`src/design/encoder_spi_read_sequencer_macros.svh`:
```
// assertion macros for the encoder read sequencer
// used by modules that check their own state; no other dependencies
`ifndef ENCODER_SPI_READ_SEQUENCER_MACROS_SVH
`define ENCODER_SPI_READ_SEQUENCER_MACROS_SVH

`ifndef NO_ASSERTIONS
`define ESRS_ASSERT_IMP(label, ante, cons) \
  label: assert property (@(posedge clk) disable iff (!rst_n) (ante) |-> (cons)) \
    else $error("esrs check failed");
`define ESRS_ASSERT_NXT(label, ante, cons) \
  label: assert property (@(posedge clk) disable iff (!rst_n) (ante) |=> (cons)) \
    else $error("esrs check failed");
`else
`define ESRS_ASSERT_IMP(label, ante, cons)
`define ESRS_ASSERT_NXT(label, ante, cons)
`endif

`endif

```
`src/design/esrs_pkg.sv`:
```
// shared types and constants for the encoder read sequencer
// no dependencies
`timescale 1ns / 1ps

package esrs_pkg;

  localparam int unsigned CFG_IDX_W  = 3;
  localparam int unsigned CFG_DATA_W = 16;

  localparam logic [CFG_IDX_W-1:0] REG_SETUP  = 3'd0;
  localparam logic [CFG_IDX_W-1:0] REG_GAP    = 3'd1;
  localparam logic [CFG_IDX_W-1:0] REG_HOLD   = 3'd2;
  localparam logic [CFG_IDX_W-1:0] REG_IDLE   = 3'd3;
  localparam logic [CFG_IDX_W-1:0] REG_CMD0   = 3'd4;
  localparam logic [CFG_IDX_W-1:0] REG_CMD1   = 3'd5;
  localparam logic [CFG_IDX_W-1:0] REG_TWELVE = 3'd6;

  localparam logic [15:0] SETUP_RST = 16'd20;
  localparam logic [15:0] GAP_RST   = 16'd20;
  localparam logic [15:0] HOLD_RST  = 16'd24;
  localparam logic [15:0] IDLE_RST  = 16'd320;

  localparam logic [15:0] GOOD_MASK = 16'h3FFF;
  localparam logic [15:0] BAD_POS   = 16'hFFFF;
  localparam logic [15:0] ODD_BITS  = 16'h2AAA;
  localparam logic [15:0] EVEN_BITS = 16'h1555;
  localparam logic [15:0] CNT_MAX   = 16'hFFFF;

  typedef enum logic [1:0] {
    ACT_TICK  = 2'd0,
    ACT_START = 2'd1,
    ACT_BYTE  = 2'd2
  } action_t;

  typedef enum logic [2:0] {
    PH_IDLE  = 3'd0,
    PH_SETUP = 3'd1,
    PH_XFER0 = 3'd2,
    PH_GAP   = 3'd3,
    PH_XFER1 = 3'd4,
    PH_HOLD  = 3'd5,
    PH_REST  = 3'd6
  } phase_t;

  typedef struct packed {
    logic [15:0] setup_ticks;
    logic [15:0] gap_ticks;
    logic [15:0] hold_ticks;
    logic [15:0] idle_ticks;
    logic [7:0]  first_command;
    logic [7:0]  second_command;
    logic        twelve_bit_mode;
  } cfg_t;

  typedef struct packed {
    logic        select_active;
    logic        byte_request;
    logic [7:0]  tx_byte;
    logic        ready_res;
    logic        result_valid;
    logic [15:0] position;
    logic        parity_ok;
  } res_t;

endpackage

```
`src/design/esrs_cfg.sv`:
```
// configuration register bank for the encoder read sequencer
// depends on esrs_pkg
`timescale 1ns / 1ps

module esrs_cfg import esrs_pkg::*; (
  input  logic                  clk,
  input  logic                  rst_n,
  input  logic                  cfg_we,
  input  logic [CFG_IDX_W-1:0]  cfg_index,
  input  logic [CFG_DATA_W-1:0] cfg_wdata,
  output cfg_t                  cfg
);

  cfg_t cfg_r;

  always_ff @(posedge clk) begin
    if (!rst_n) begin
      cfg_r.setup_ticks     <= SETUP_RST;
      cfg_r.gap_ticks       <= GAP_RST;
      cfg_r.hold_ticks      <= HOLD_RST;
      cfg_r.idle_ticks      <= IDLE_RST;
      cfg_r.first_command   <= '0;
      cfg_r.second_command  <= '0;
      cfg_r.twelve_bit_mode <= 1'b0;
    end else if (cfg_we) begin
      case (cfg_index)
        REG_SETUP:  cfg_r.setup_ticks     <= cfg_wdata;
        REG_GAP:    cfg_r.gap_ticks       <= cfg_wdata;
        REG_HOLD:   cfg_r.hold_ticks      <= cfg_wdata;
        REG_IDLE:   cfg_r.idle_ticks      <= cfg_wdata;
        REG_CMD0:   cfg_r.first_command   <= cfg_wdata[7:0];
        REG_CMD1:   cfg_r.second_command  <= cfg_wdata[7:0];
        REG_TWELVE: cfg_r.twelve_bit_mode <= cfg_wdata[0];
        default: ;
      endcase
    end
  end

  assign cfg = cfg_r;

endmodule

```
`src/design/esrs_core.sv`:
```
// read sequencing state machine, tick timer and parity check
// depends on esrs_pkg and the assertion macro header
`timescale 1ns / 1ps
`include "encoder_spi_read_sequencer_macros.svh"

module esrs_core import esrs_pkg::*; (
  input  logic       clk,
  input  logic       rst_n,
  input  logic       advance,
  input  logic [1:0] action,
  input  logic [7:0] rx_byte,
  input  cfg_t       cfg,
  output res_t       res
);

  phase_t      phase_r, phase_nxt;
  logic [15:0] tick_count_r, tick_count_nxt;
  logic [7:0]  high_byte_r, high_byte_nxt;
  logic [15:0] last_position_r, last_position_nxt;
  logic        last_parity_ok_r, last_parity_ok_nxt;

  logic        is_tick, is_start, is_byte;
  logic [15:0] cnt_inc, limit;
  logic        wait_done;
  logic [15:0] word;
  logic        word_ok;
  logic [15:0] good_pos;

  assign is_tick  = (action == ACT_TICK);
  assign is_start = (action == ACT_START);
  assign is_byte  = (action == ACT_BYTE);

  // saturating tick counter and wait limit for the current phase
  assign cnt_inc = (tick_count_r != CNT_MAX) ? tick_count_r + 16'd1 : tick_count_r;

  always_comb begin
    case (phase_r)
      PH_SETUP: limit = cfg.setup_ticks;
      PH_GAP:   limit = cfg.gap_ticks;
      PH_HOLD:  limit = cfg.hold_ticks;
      PH_REST:  limit = cfg.idle_ticks;
      default:  limit = CNT_MAX;
    endcase
  end

  assign wait_done = (cnt_inc >= limit);

  // odd parity over alternate bits, high byte first
  assign word     = {high_byte_r, rx_byte};
  assign word_ok  = (word[15] == ~^(word & ODD_BITS)) && (word[14] == ~^(word & EVEN_BITS));
  assign good_pos = cfg.twelve_bit_mode ? ((word & GOOD_MASK) >> 2) : (word & GOOD_MASK);

  always_comb begin
    phase_nxt          = phase_r;
    tick_count_nxt     = tick_count_r;
    high_byte_nxt      = high_byte_r;
    last_position_nxt  = last_position_r;
    last_parity_ok_nxt = last_parity_ok_r;
    if (is_start) begin
      if (phase_r == PH_IDLE) begin
        phase_nxt      = PH_SETUP;
        tick_count_nxt = '0;
      end
    end else if (is_byte) begin
      if (phase_r == PH_XFER0) begin
        high_byte_nxt  = rx_byte;
        phase_nxt      = PH_GAP;
        tick_count_nxt = '0;
      end else if (phase_r == PH_XFER1) begin
        last_position_nxt  = word_ok ? good_pos : BAD_POS;
        last_parity_ok_nxt = word_ok;
        phase_nxt          = PH_HOLD;
        tick_count_nxt     = '0;
      end
    end else if (is_tick) begin
      case (phase_r)
        PH_SETUP, PH_GAP, PH_HOLD, PH_REST: begin
          tick_count_nxt = wait_done ? 16'd0 : cnt_inc;
          if (wait_done) begin
            case (phase_r)
              PH_SETUP: phase_nxt = PH_XFER0;
              PH_GAP:   phase_nxt = PH_XFER1;
              PH_HOLD:  phase_nxt = PH_REST;
              default:  phase_nxt = PH_IDLE;
            endcase
          end
        end
        default: ;
      endcase
    end
  end

  always_comb begin
    res               = '0;
    res.select_active = (phase_nxt == PH_SETUP) || (phase_nxt == PH_XFER0) ||
                        (phase_nxt == PH_GAP) || (phase_nxt == PH_XFER1) ||
                        (phase_nxt == PH_HOLD);
    res.ready_res     = (phase_nxt == PH_IDLE);
    res.position      = last_position_nxt;
    res.parity_ok     = last_parity_ok_nxt;
    if (is_tick && wait_done) begin
      case (phase_r)
        PH_SETUP: begin
          res.byte_request = 1'b1;
          res.tx_byte      = cfg.first_command;
        end
        PH_GAP: begin
          res.byte_request = 1'b1;
          res.tx_byte      = cfg.second_command;
        end
        default: ;
      endcase
    end
    res.result_valid = is_byte && (phase_r == PH_XFER1);
  end

  always_ff @(posedge clk) begin
    if (!rst_n) begin
      phase_r          <= PH_IDLE;
      tick_count_r     <= '0;
      high_byte_r      <= '0;
      last_position_r  <= '0;
      last_parity_ok_r <= 1'b0;
    end else if (advance) begin
      phase_r          <= phase_nxt;
      tick_count_r     <= tick_count_nxt;
      high_byte_r      <= high_byte_nxt;
      last_position_r  <= last_position_nxt;
      last_parity_ok_r <= last_parity_ok_nxt;
    end
  end

  `ESRS_ASSERT_NXT(a_hold_when_idle, !advance, $stable(phase_r) && $stable(tick_count_r))
  `ESRS_ASSERT_NXT(a_req_enters_xfer, advance && res.byte_request,
                   (phase_r == PH_XFER0) || (phase_r == PH_XFER1))
  `ESRS_ASSERT_NXT(a_done_enters_hold, advance && res.result_valid, phase_r == PH_HOLD)
  `ESRS_ASSERT_IMP(a_good_pos_narrow, last_parity_ok_r, last_position_r[15:14] == 2'b00)

endmodule

```
`src/design/encoder_spi_read_sequencer.sv`:
```
// top level of the encoder read sequencer: input beat register, core, result register
// depends on esrs_pkg, esrs_cfg and esrs_core
`timescale 1ns / 1ps
//
// Usage:
//   Input channel (in_valid / in_stall) carries one event per beat: a time tick,
//   a start request or a byte-done with the received byte. Every input beat
//   gives exactly one result beat on the out_ channel (out_valid / out_stall)
//   holding chip select, byte request with its command byte, ready, result
//   valid and the last position with its parity flag.
//   The accepting edge loads the input register; the beat then moves through
//   the state machine into the result register.
//   Throughput is one beat per cycle unless the receiver stalls; the state machine
//   updates once per beat. The result register frees as it is taken, so a new beat
//   can be taken in the same cycle the previous result leaves.
//   When the receiver stalls, the result register holds, the input register
//   fills and then in_stall rises until the result is taken.
//   Synchronous reset (rst_n low) empties both registers, returns the state machine
//   to idle and loads the configuration defaults. Configuration is written through
//   cfg_we / cfg_index / cfg_wdata by the user while idle; the block does not check it.

module encoder_spi_read_sequencer import esrs_pkg::*; (
  input  logic                  clk,
  input  logic                  rst_n,
  input  logic                  cfg_we,
  input  logic [CFG_IDX_W-1:0]  cfg_index,
  input  logic [CFG_DATA_W-1:0] cfg_wdata,
  input  logic                  in_valid,
  output logic                  in_stall,
  input  logic [1:0]            in_action,
  input  logic [7:0]            in_rx_byte,
  output logic                  out_valid,
  input  logic                  out_stall,
  output logic                  out_select_active,
  output logic                  out_byte_request,
  output logic [7:0]            out_tx_byte,
  output logic                  out_ready_res,
  output logic                  out_result_valid,
  output logic [15:0]           out_position,
  output logic                  out_parity_ok
);

  cfg_t       cfg;
  res_t       res;
  res_t       res_r;
  logic       in_valid_r;
  logic [1:0] action_r;
  logic [7:0] rx_byte_r;
  logic       out_valid_r;
  logic       advance;

  assign advance  = in_valid_r && (!out_valid_r || !out_stall);
  assign in_stall = in_valid_r && !advance;

  esrs_cfg u_cfg (
    .clk       (clk),
    .rst_n     (rst_n),
    .cfg_we    (cfg_we),
    .cfg_index (cfg_index),
    .cfg_wdata (cfg_wdata),
    .cfg       (cfg)
  );

  esrs_core u_core (
    .clk     (clk),
    .rst_n   (rst_n),
    .advance (advance),
    .action  (action_r),
    .rx_byte (rx_byte_r),
    .cfg     (cfg),
    .res     (res)
  );

  // input beat register
  always_ff @(posedge clk) begin
    if (!rst_n) begin
      in_valid_r <= 1'b0;
    end else if (!in_stall) begin
      in_valid_r <= in_valid;
    end
  end

  always_ff @(posedge clk) begin
    if (in_valid && !in_stall) begin
      action_r  <= in_action;
      rx_byte_r <= in_rx_byte;
    end
  end

  // result register
  always_ff @(posedge clk) begin
    if (!rst_n) begin
      out_valid_r <= 1'b0;
    end else if (advance) begin
      out_valid_r <= 1'b1;
    end else if (!out_stall) begin
      out_valid_r <= 1'b0;
    end
  end

  always_ff @(posedge clk) begin
    if (advance) begin
      res_r <= res;
    end
  end

  assign out_valid         = out_valid_r;
  assign out_select_active = res_r.select_active;
  assign out_byte_request  = res_r.byte_request;
  assign out_tx_byte       = res_r.tx_byte;
  assign out_ready_res     = res_r.ready_res;
  assign out_result_valid  = res_r.result_valid;
  assign out_position      = res_r.position;
  assign out_parity_ok     = res_r.parity_ok;

endmodule

```
`config.mk`:
```
export PLATFORM = sky130hd
export DESIGN_NAME = encoder_spi_read_sequencer
export DESIGN_NICKNAME = d
export VERILOG_FILES = /design/src/design/esrs_pkg.sv /design/src/design/esrs_cfg.sv /design/src/design/esrs_core.sv /design/src/design/encoder_spi_read_sequencer.sv
export VERILOG_INCLUDE_DIRS = /design/src /design/src/design
export SDC_FILE = /design/constraint.sdc
export NUM_CORES = 1
export LEC_CHECK = 0
export BUFFER_PORTS_ARGS = -buffer_cell sky130_fd_sc_hd__clkbuf_2
export CAP_MARGIN = 20
export CORE_ASPECT_RATIO = 2
export CORE_MARGIN = 8
export CORE_UTILIZATION = 33
export CTS_BUF_LIST = sky130_fd_sc_hd__clkbuf_8
export DETAILED_ROUTE_END_ITERATION = 12
export PLACE_DENSITY_LB_ADDON = 0.15
export SYNTH_ARGS = -nofsm -noshare
export SYNTH_HDL_FRONTEND = slang
export SYNTH_SLANG_ARGS = --single-unit
```
`constraint.sdc`:
```
create_clock -name clk -period 5 [get_ports clk]
set_input_delay 0.75 -clock clk [delete_from_list [all_inputs] [get_ports clk]]
set_output_delay 0.75 -clock clk [all_outputs]
set_load 0.03 [all_outputs]
```
==> metrics list <==
- Status: completed
- Counting every sink on the clock net gives 166.
* Cts-stage hold buffer count: 0
* Normalized max-slew margin: 0.3253
- HPWL after DPL: 13780 um
* Cells along the critical path: ha_1, nand2_1, or4_4, o2111ai_1, nor2_1, or2_1, ha_1, nand4_1, nor3_1, nand3b_1, a311oi_2, nand3b_1, nor2_1
- The final max-slew violation count is 0.
* Site Rows: 79
* Max FO, Critical Path: 9
- The worst register-to-register path begins at u_core.tick_count_r[0].
- Leakage power of the design: 3.149 nW
- In the layout the commonest cells are 198 x nand2_1, 126 x dfxtp_1, 111 x a21oi_1.
* Pin count of the biggest net entering global routing: 75
- Share of cells above drive strength 1: 0.1367
- CTS tree: done
- Count of final setup violators: 0
* Total routing resource utilization after global routing: 0.1462
- After the last flow step, the layout net total stands at 989.
- The die is 123.5 um wide.
* Number of H-tree levels: 4
- Max-cap violations in this run came to 0.
- Maximum operating frequency: 0.2469 GHz
* Async set-or-reset flop fraction in the synthesized netlist: 0
- The first detailed-routing pass ran for 5 iterations.
* Most common library cell in the layout ignoring fill and taps: nand2_1
* Count of cells along the worst register-to-register path: 13
- Core Util, Final: 0.3738
* Yosys warning count: 0
- In this run the power density over the cells is 287.0 nW/um^2.
- Max stage delay on crit path: 0.52 ns
- I/O Buffers: 64
- The detail route stage leaves a number of antenna-violating nets equal to 0.
- Num CTS Buffers: 17
- Library cells used by synthesis: 50
- The repair_antennas step left the layout with diodes totalling 0.
- Arrival @ worst endpoint: 4.38 ns
- Startpoint kind of the worst setup timing path: register
- Family with the most delay on the worst path: simple AND/OR/NAND/NOR gates
- Hold wc startpoint: in_rx_byte[2]
* Clk pin slew, worst setup/hold paths: 0.08 ns
- Summed over all layers, the global routing overflow is 0.
- Number of buffer and inverter stages on the critical path: 0
* Hold-critical path endpoint: rx_byte_r[2]
* Number of flops mapped to enable cells by yosys: 39
* Post-route fraction of the period consumed by the critical path: 0.8100
* Initial Utilization: 0.3314
* Number of buffers added for setup after CTS: 0
* Worst path slowest cell: a311oi_2
* Number of I/O pins: 65
- Counting every net in the synthesized netlist gives 942.
- Origin of the worst setup path: u_core.tick_count_r[0]
- # DRC: 0
- Setup repair after global routing missed its margin: false
* Hold/Removal Path Class: primary input to register
- Global-route wire length before repair: 32440 um
- Post-route minimum period: 4.050 ns
- Core Area: 23030 um^2
- Number of vias in the routed layout: 6290
- Die Area: 28550 um^2
* Maximum vdd drop: 0.0002539 V
* Floorplan die height: 231.1 um
- In the synthesized netlist the dominant register cell turns out to be dfxtp_1.
* Kind of capture point of the worst setup path: register
- Counting flops and latches in the post-synthesis netlist gives 166.
- Gate count of the mapped netlist: 891
- The endpoint identified for the worst register-to-register timing path is out_tx_byte[2].
- The first routing iteration left 434 violations.
* Number of cells upsized or downsized after cts: 0
- Placer's final routability congestion estimate: 0.8074
- The tree is rooted in a clkbuf_8.
- Maximum clock skew at final layout: 0.01115 ns
* Share of synthesized area occupied by flip-flops and latches: 0.4865
- At the worst endpoint, the required time is 5.33 ns.
- Cell area after technology mapping: 7634 um^2
- Number of buffers between clock root and the deepest sink: 2
- Routed length per placed instance: 16.18 um
- Worst Hold Depth: 1
- The final-report hold violation count was 0.
- For flop-to-flop paths, the worst setup slack is 0.95 ns.
- Via count of the first global-routing pass: 6213
* Final WL: 19970 um
* Synth-to-layout area growth: 12.78%
- Post-route setup TNS: 0 ns
* Initial antenna violation count: 0
- Worst Tran Pin Value: 1.010 ns
- Clock latency on the worst-skew pair, taken at its later pin, is 0.48 ns.
- Dividing the synthesized area by the synthesized cell count gives 8.567 um^2.
- Dividing the detail-routed via count by the number of cells gives 5.097.
- The worst setup path is of the register to register kind.
[cells by family (layout without fill, tap and decap cells)]
logic type,count (synthesis),count (layout),synth area share
simple gates,372,372,0.2139
compound gates,222,222,0.1721
flops,166,166,0.4865
buf+inv,62,122,0.03245
mux,32,32,0.04425
xor+xnor,20,20,0.02295
fa+ha+maj,17,17,0.02786
[sequential cells by signal, summed over array words and instances, names as in the netlist, 2 cells and up]
signal,cells
u_core.phase_r,3
u_cfg.cfg,81
out_tx_byte,8
u_core.last_position_r,16
out_position,16
rx_byte_r,8
action_r,2
u_core.tick_count_r,16
u_core.high_byte_r,8
[worst max path at each step]
| stage | end | slack, ns | depth (start not counted) |
|---|---|---|---|
| after CTS | out_tx_byte[4] | 0.89 | 13 |
| final | out_tx_byte[2] | 0.95 | 13 |
| after global routing | out_tx_byte[2] | 0.48 | 13 |
| after detailed placement | out_tx_byte[0] | 0.94 | 13 |
| after global placement | out_tx_byte[1] | 1.05 | 12 |
| after floorplan | out_tx_byte[0] | 1.50 | 14 |
[layer usage]
| layer | global-route usage | part of all wire | up-vias |
|---|---|---|---|
| li1 | - | - | 3205 |
| met1 | 0.1828 | 0.46 | 2964 |
| met2 | 0.2410 | 0.49 | 107 |
| met3 | 0.03680 | 0.038 | 14 |
| met4 | 0.04241 | 0.012 | 0 |
| met5 | 0 | 0 | - |
[where the power goes]
part / internal [mW] / switching (mW) / leakage [nW]
clock: 0.380 / 0.467 / 0.199
sequential: 1.40 / 0.0206 / 1.38
combinational: 0.0620 / 0.139 / 1.57
[stage by stage]
step / hold slack (ns) / worst slack, ns / power (mW) / area [um^2] / cells
finish: 0.4524 / 0.9501 / 2.471 / 8610 / 1234
detailed placement: 0.4420 / 0.9356 / 1.656 / 8244 / 1201
global route: 0.4036 / 0.4809 / 2.586 / 8610 / 1234
floorplan: 0.4318 / 1.497 / 1.575 / 7634 / 891
CTS: 0.4045 / 0.8905 / 2.513 / 8582 / 1233
global placement: 0.4367 / 1.045 / 1.655 / 8233 / 1200
[synth_stat cells (all sizes together) (4+ instances only)]
| master | number | area, um^2 |
|---|---|---|
| o21ai | 32 | 160.1 |
| clkbuf | 39 | 146.4 |
| o22ai | 12 | 75.07 |
| nor2 | 78 | 300.3 |
| or2 | 5 | 31.28 |
| a2111oi | 5 | 43.79 |
| edfxtp | 39 | 1171 |
| nand2b | 8 | 50.05 |
| dfxtp | 127 | 2542 |
| mux2i | 18 | 180.2 |
| o21a | 5 | 37.54 |
| a31oi | 4 | 25.02 |
| nor2b | 21 | 131.4 |
| nor3 | 9 | 45.04 |
| nand2 | 198 | 743.2 |
| ha | 17 | 212.7 |
| inv | 11 | 41.29 |
| and3 | 4 | 25.02 |
| nand3b | 4 | 30.03 |
| a211oi | 29 | 217.7 |
| and2 | 5 | 31.28 |
| buf | 12 | 60.06 |
| and4 | 4 | 35.03 |
| a21oi | 111 | 555.5 |
| nand3 | 20 | 100.1 |
| mux2 | 14 | 157.7 |
| xnor2 | 17 | 148.9 |
| nand4 | 9 | 56.30 |
| a22oi | 11 | 82.58 |
[area by class of cell]
| type | instances | area [um^2] |
|---|---|---|
| clock inverters | 11 | 48.80 |
| well taps | 283 | 354.1 |
| inverters | 11 | 42.54 |
| clock buffers | 21 | 289.0 |
| fillers | 2424 | 14420 |
| repair buffers | 79 | 469.2 |
| multi-input cells | 663 | 3691 |
| flip-flops and latches | 166 | 3715 |
Power figures use the tool's default switching activity.
